==> src/hbad_pkg.sv <==
// ----------------------------------------------------------------------------
// hbad_pkg
// Shared target codes, address map bounds and decode structures for the
// handheld bus address decoder.
// ----------------------------------------------------------------------------
`default_nettype none

package hbad_pkg;

  // Target codes
  localparam logic [3:0] T_INTERNAL = 4'd0;
  localparam logic [3:0] T_BOOT     = 4'd1;
  localparam logic [3:0] T_CROM     = 4'd2;
  localparam logic [3:0] T_VRAM     = 4'd3;
  localparam logic [3:0] T_CRAM     = 4'd4;
  localparam logic [3:0] T_OAM      = 4'd5;
  localparam logic [3:0] T_JOYPAD   = 4'd6;
  localparam logic [3:0] T_SERIAL   = 4'd7;
  localparam logic [3:0] T_TIMER    = 4'd8;
  localparam logic [3:0] T_INT      = 4'd9;
  localparam logic [3:0] T_AUDIO    = 4'd10;
  localparam logic [3:0] T_GFX      = 4'd11;

  // Access kinds
  localparam logic CMD_READ  = 1'b0;
  localparam logic CMD_WRITE = 1'b1;

  // Configuration register indexes
  localparam logic CFG_MISSING  = 1'b0;
  localparam logic CFG_UNMAPPED = 1'b1;

  // Memory map bounds (inclusive upper ends unless noted)
  localparam logic [15:0] BOOT_LIMIT  = 16'h0100;  // exclusive
  localparam logic [15:0] CROM_END    = 16'h7FFF;
  localparam logic [15:0] VRAM_END    = 16'h9FFF;
  localparam logic [15:0] CRAM_END    = 16'hBFFF;
  localparam logic [15:0] WRAM_END    = 16'hFDFF;
  localparam logic [15:0] OAM_END     = 16'hFE9F;
  localparam logic [15:0] PROHIB_END  = 16'hFEFF;
  localparam logic [15:0] IO_END      = 16'hFF7F;
  localparam logic [15:0] IO_SLOT_END = 16'hFF77;
  localparam logic [15:0] BOOT_REG    = 16'hFF50;
  localparam logic [15:0] HRAM_END    = 16'hFFFE;

  localparam logic [7:0] PROHIB_DATA  = 8'h42;
  localparam logic [7:0] DMA_OAM_DATA = 8'hFF;
  localparam logic [7:0] IE_OFFSET    = 8'hFF;

  // High RAM is fixed at 128 bytes
  localparam int HRAM_AW = 7;

  typedef struct packed {
    logic wram_re;
    logic wram_we;
    logic hram_re;
    logic hram_we;
  } mem_req_t;

  typedef struct packed {
    logic [3:0]  target;
    logic [14:0] offset;
    logic        write_strobe;
    logic        read_from_target;
    logic [7:0]  read_data;
    logic        from_mem;
    mem_req_t    mem;
    logic        boot_we;
  } dec_t;

  function automatic logic [3:0] io_slot_target(input logic [7:0] lo);
    logic [3:0] t;
    t = T_INTERNAL;
    if (lo == 8'h00) t = T_JOYPAD;
    else if (lo inside {8'h01, 8'h02}) t = T_SERIAL;
    else if (lo inside {[8'h04:8'h07]}) t = T_TIMER;
    else if (lo == 8'h0F) t = T_INT;
    else if (lo inside {[8'h10:8'h14], [8'h16:8'h1E], [8'h20:8'h26], [8'h30:8'h3F]})
      t = T_AUDIO;
    else if (lo inside {[8'h40:8'h4B]}) t = T_GFX;
    return t;
  endfunction

endpackage

`default_nettype wire

==> src/hbad_decode.sv <==
// ----------------------------------------------------------------------------
// hbad_decode
// Address map decode of one bus transaction into target, offset, internal
// read data and memory/flag update requests.
// ----------------------------------------------------------------------------
`default_nettype none

module hbad_decode import hbad_pkg::*; (
  input  wire logic        cmd_i,
  input  wire logic [15:0] address_i,
  input  wire logic        dma_active_i,
  input  wire logic        boot_on_i,
  input  wire logic [7:0]  missing_val_i,
  input  wire logic [7:0]  unmapped_val_i,
  output dec_t             dec_o
);

  logic [15:0] a;
  logic [3:0]  slot;

  assign a    = address_i;
  assign slot = io_slot_target(a[7:0]);

  always_comb begin
    dec_o = '0;
    if (cmd_i == CMD_READ) begin
      if (a < BOOT_LIMIT && boot_on_i) begin
        dec_o.target = T_BOOT;
        dec_o.offset = {7'd0, a[7:0]};
      end else if (a <= CROM_END) begin
        dec_o.target = T_CROM;
        dec_o.offset = a[14:0];
      end else if (a <= VRAM_END) begin
        dec_o.target = T_VRAM;
        dec_o.offset = {2'd0, a[12:0]};
      end else if (a <= CRAM_END) begin
        dec_o.target = T_CRAM;
        dec_o.offset = {2'd0, a[12:0]};
      end else if (a <= WRAM_END) begin
        dec_o.mem.wram_re = 1'b1;
        dec_o.from_mem    = 1'b1;
      end else if (a <= OAM_END) begin
        if (dma_active_i) begin
          dec_o.read_data = DMA_OAM_DATA;
        end else begin
          dec_o.target = T_OAM;
          dec_o.offset = {7'd0, a[7:0]};
        end
      end else if (a <= PROHIB_END) begin
        dec_o.read_data = PROHIB_DATA;
      end else if (a <= IO_END) begin
        if (a == BOOT_REG) begin
          dec_o.read_data = {7'd0, ~boot_on_i};
        end else if (a <= IO_SLOT_END) begin
          if (slot == T_INTERNAL) begin
            dec_o.read_data = missing_val_i;
          end else begin
            dec_o.target = slot;
            dec_o.offset = {7'd0, a[7:0]};
          end
        end else begin
          dec_o.read_data = unmapped_val_i;
        end
      end else if (a <= HRAM_END) begin
        dec_o.mem.hram_re = 1'b1;
        dec_o.from_mem    = 1'b1;
      end else begin
        dec_o.target = T_INT;
        dec_o.offset = {7'd0, IE_OFFSET};
      end
    end else if (!dma_active_i) begin
      if (a <= CROM_END) begin
        dec_o.target = T_CROM;
        dec_o.offset = a[14:0];
      end else if (a <= VRAM_END) begin
        dec_o.target = T_VRAM;
        dec_o.offset = {2'd0, a[12:0]};
      end else if (a <= CRAM_END) begin
        dec_o.target = T_CRAM;
        dec_o.offset = {2'd0, a[12:0]};
      end else if (a <= WRAM_END) begin
        dec_o.mem.wram_we = 1'b1;
      end else if (a <= OAM_END) begin
        dec_o.target = T_OAM;
        dec_o.offset = {7'd0, a[7:0]};
      end else if (a <= PROHIB_END) begin
        dec_o.target = T_INTERNAL;  // drop
      end else if (a <= IO_END) begin
        if (a == BOOT_REG) begin
          dec_o.boot_we = 1'b1;
        end else if (a <= IO_SLOT_END && slot != T_INTERNAL) begin
          dec_o.target = slot;
          dec_o.offset = {7'd0, a[7:0]};
        end
      end else if (a <= HRAM_END) begin
        dec_o.mem.hram_we = 1'b1;
      end else begin
        dec_o.target = T_INT;
        dec_o.offset = {7'd0, IE_OFFSET};
      end
    end
    dec_o.write_strobe     = (cmd_i == CMD_WRITE) && (dec_o.target != T_INTERNAL);
    dec_o.read_from_target = (cmd_i == CMD_READ) && (dec_o.target != T_INTERNAL);
  end

endmodule

`default_nettype wire

==> config.mk <==
export PLATFORM = sky130hd
export DESIGN_NAME = hbad_decode
export DESIGN_NICKNAME = d
export VERILOG_FILES = /design/src/hbad_pkg.sv /design/src/hbad_decode.sv
export SDC_FILE = /design/constraint.sdc
export NUM_CORES = 1
export LEC_CHECK = 0
export BUFFER_PORTS_ARGS = -buffer_cell sky130_fd_sc_hd__buf_2
export CAP_MARGIN = 20
export CORE_MARGIN = 4
export CORE_UTILIZATION = 49
export DETAILED_ROUTE_END_ITERATION = 12
export PLACE_DENSITY_LB_ADDON = 0.2
export SYNTH_ARGS = -nofsm -noshare
export SYNTH_HDL_FRONTEND = slang
export SYNTH_SLANG_ARGS = --single-unit
==> constraint.sdc <==
create_clock -name vclk -period 8.75
set_clock_uncertainty 0.15 [all_clocks]
set_input_delay 2.625 -clock vclk [all_inputs]
set_output_delay 2.625 -clock vclk [all_outputs]
set_load 0.01 [all_outputs]
==> metrics.cfg, run 1 <==
[run_status]
status=finished, final reports clean

[timing]
relSlewSlack=0.647
rsz0062_at_grt=no
setup_ws_ns=1.74
setup_violations=0
hold_viol=0
min_period_ns=7.01
worstMarginPinSlew_ns=0.527
tns_ns=0
final_max_slew_viol_count=0
fin_crit_sh=0.801
fmax_mhz=143

[power_and_ir_drop]
power_density_mw_per_mm2=39.2
p_leak_uw=0.000699
ir_drop_v=0.0000263

[die]
dieArea_mm2=0.00302
core_mm2=0.00202
die_h_um=55.0
start_util=0.535
io_pins=70
die_w_um=55.0
rows=16

[worst_setup_path]
worstPathArrival_ns=4.23
cpPeakStageDelay_ns=0.55
cp_top_family=simple AND/OR/NAND/NOR gates
path_cells=buf_2, nand4_2, or3_1, nor2_8, nand3_4, o311ai_1, buf_2
required_ns=5.98
crit_type=input pin to output pin
cp_max_fo=10
worst-path-buf-inv=2
critPathMostFrequentCell=buf_2
cp-end-kind=output pin
slowest_stage=or3_1
start_kind=input pin

[route]
ant_nets=0
viasPerCell=6.09
drt_pass1_iterations=4
initialDrtViolationCount=62
drc=0
wirelength_mm=3.64
wl_per_cell_um=14.5
num_vias=1534

[finish]
seq_area_um2=0
drive_gt1_frac=0.391
fill_cells=198
diodes=0
numSequentialCells=0
area_growth_pct=27.8
layout_common_cells=70 x buf_2, 19 x nor2_1, 17 x nand2_1
layout.cells.non_filler=252
postLayoutCoreUtil=0.683
final_common_cell=buf_2
nNetsFinal=262
clkbuf_count=0

[grt]
grt_pass1_vias=1212
grtUsageTotal=0.221
grt_max_degree=14
antenna_found_initial=0
grt_pass1_wl_mm=5.19
grt-ovfl-total=0

[yosys]
yosysSeqAreaShare=0
synth_area_per_cell_um2=6.51
synth.area.top_cells=nor2_1 6.6%, nand2_1 5.9%, and2_1 4.6%, o21ai_0 4.6%, nor3_1 4.2%
syn_inst=166
syn_area_mm2=0.00108
synth_nets=201
yosysTopAreaCell=nor2_1
synth.top_cell.area_share=0.0660
ys_warn_count=0
synth_cell_types=57

[placement]
hpwl_mm=3.03
numPlacedInstances=252
pre_cts_slack_ns=1.77
gp_congestion=0.905
io_buffers=70

[worst_hold_path]
hold_path_depth=4
holdCritPathClass=input pin to output pin
min_from=unmapped_val_i[7]
hold_path_end=dec_o[13]

[run]
cap_violations=0

[clock_tree]
post_cts_buffers=0
postCtsResizedCells=0
postCtsHoldBufs=0

## worst max path at each step
stage	slack (ns)	endpoint	depth (start not counted)	start
CTS	1.76	dec_o[11]	7	address_i[15]
finish	1.74	dec_o[11]	7	address_i[15]
detailed placement	1.77	dec_o[11]	7	address_i[15]
global route	1.66	dec_o[10]	7	address_i[15]
global placement	1.85	dec_o[34]	7	address_i[15]
floorplan	2.07	dec_o[10]	5	address_i[5]
## synthesized netlist by cell type, types with 2 or more instances
master and number:
nand2_1 17, nand2b_1 3, nor2_1 19, a21oi_1 5, o211ai_1 5, o221ai_1 2, clkbuf_2 2, or3_1 2
clkbuf_1 2, nand3_1 6, o21ai_1 5, nor2b_1 2, a32oi_1 2, a31oi_1 3, inv_1 9, nor3_1 9
buf_6 2, buf_2 3, o311ai_1 5, nand4_1 2, and2_1 8, o2bb2ai_1 2, a211oi_1 3, nor4_1 3
o21ai_0 10, and3_1 4
## final cells by class
| type | instances | area, µm² | area share |
|---|---|---|---|
| well taps | 27 | 33.8 | 0.0245 |
| multi-input cells | 145 | 957 | 0.693 |
| repair buffers | 70 | 350 | 0.254 |
| inverters | 10 | 40.0 | 0.0290 |
## stage by stage
step / hold WS (ns) / cell area (µm²) / total power [µW]
2_1_floorplan: 5.21 / 1080 / 33.7
3_3_place_gp: 5.40 / 1380 / 52.2
3_5_place_dp: 5.39 / 1380 / 53.3
4_1_cts: 5.39 / 1380 / 53.5
5_1_grt: 5.41 / 1380 / 58.6
6_report: 5.39 / 1380 / 54.1
## where the power goes
group / total, µW / leakage, µW / switching, µW / internal, µW
Sequential: 0 / 0 / 0 / 0
Clock: 0 / 0 / 0 / 0
Combinational: 54.1 / 0.000699 / 32.8 / 21.3
Total: 54.1 / 0.000699 / 32.8 / 21.3
## cell families after synthesis
| family | share of synthesized area |
|---|---|
| and+or+nand+nor | 0.491 |
| buffers and inverters | 0.115 |
| AOI/OAI and AO/OA | 0.395 |
## layer usage
| metal | GRT usage | part of all wire |
|---|---|---|
| met5 | 0 | 0 |
| met4 | 0.0243 | 0.0052 |
| met3 | 0.00268 | 0.084 |
| met2 | 0.415 | 0.49 |
| met1 | 0.287 | 0.42 |
Note: power is estimated with default switching activity, not from simulation.
==> run 2, diff against run 1 <==
Settings changed: CORE_UTILIZATION 49 to 41.
Clock period 8.75 ns to 6.2 ns, I/O delays scaled along.
==> metrics.cfg, run 2 (same netlist as run 1, synthesis figures left out) <==
[run_status]
status=finished, final reports clean

[worst_setup_path]
worstPathArrival_ns=3.41
crit_type=input pin to output pin
required_ns=4.19
start_kind=input pin
cp_max_fo=10
cp-end-kind=output pin

[grt]
grt-ovfl-total=0
grt_pass1_vias=1246
grt_max_degree=14
antenna_found_initial=0
grtUsageTotal=0.195
grt_pass1_wl_mm=5.67

[timing]
tns_ns=0
setup_violations=0
setup_ws_ns=0.781
hold_viol=0
min_period_ns=5.42
fmax_mhz=185
fin_crit_sh=0.874
relSlewSlack=0.635
worstMarginPinSlew_ns=0.543
rsz0062_at_grt=no
final_max_slew_viol_count=0

[finish]
clkbuf_count=0
drive_gt1_frac=0.391
nNetsFinal=262
final_common_cell=buf_2
fill_cells=287
area_growth_pct=28.1
numSequentialCells=0
diodes=0
postLayoutCoreUtil=0.554
layout_common_cells=70 x buf_2, 19 x nor2_1, 17 x nand2_1
seq_area_um2=0

[placement]
gp_congestion=0.889
pre_cts_slack_ns=0.784
io_buffers=70
hpwl_mm=2.89

[route]
initialDrtViolationCount=57
drc=0
num_vias=1458
wirelength_mm=3.53
ant_nets=0
wl_per_cell_um=13.9
viasPerCell=5.72
drt_pass1_iterations=4

[power_and_ir_drop]
p_total_uw=75.7
ir_drop_v=0.0000315
power_density_mw_per_mm2=54.6
p_leak_uw=0.000699

[clock_tree]
postCtsHoldBufs=0
postCtsResizedCells=0
post_cts_buffers=0

[run]
cap_violations=0

[die]
die_w_um=59.4
die_h_um=59.4
io_pins=70
dieArea_mm2=0.00352
start_util=0.432
rows=18
core_mm2=0.00250

[worst_hold_path]
hold_path_depth=4
holdCritPathClass=input pin to output pin

## run 2: cell counts in the layout (fill, tap and decap cells not counted)
No cell type changed its count.
## run 2: final cells by class
cell class	instances	area, µm²	share of cell area
Inverter	10	40.0	0.0289
Multi-Input combinational cell	145	957	0.691
Tap cell	30	37.5	0.0271
Timing Repair Buffer	70	350	0.253
## run 2: through the flow
stage,instance area [µm²],cells,hold slack [ns]
final,1390,255,3.87
after global routing,1390,255,3.87
after CTS,1390,255,3.87
after detailed placement,1390,255,3.87
after global placement,1390,255,3.87
after floorplan,1080,166,3.68
## run 2: final timing paths
path | from | to | slack (ns)
worst max-delay path | address_i[15] | dec_o[8] | 0.78
worst min-delay path | unmapped_val_i[7] | dec_o[13] | 3.87
## run 2: layer usage
layer	global-route usage	vias to the layer above	routed length, µm
met1	0.295	640	1670
met2	0.310	68	1520
li1	-	750	-
met4	0.0129	0	0
met3	0.0174	0	339
met5	0	-	0
## run 2: power by group
group	internal [µW]	switching (µW)	total [µW]
clock	0	0	0
sequential	0	0	0
combinational	30.0	45.7	75.7
total	30.0	45.7	75.7
## run 2: worst max-delay path, cell delays in order
cell	delay, ns
buf_2	0.16
nand4_2	0.13
or3_1	0.55
nor2_8	0.19
nand3_4	0.10
o311ai_1	0.23
buf_2	0.17
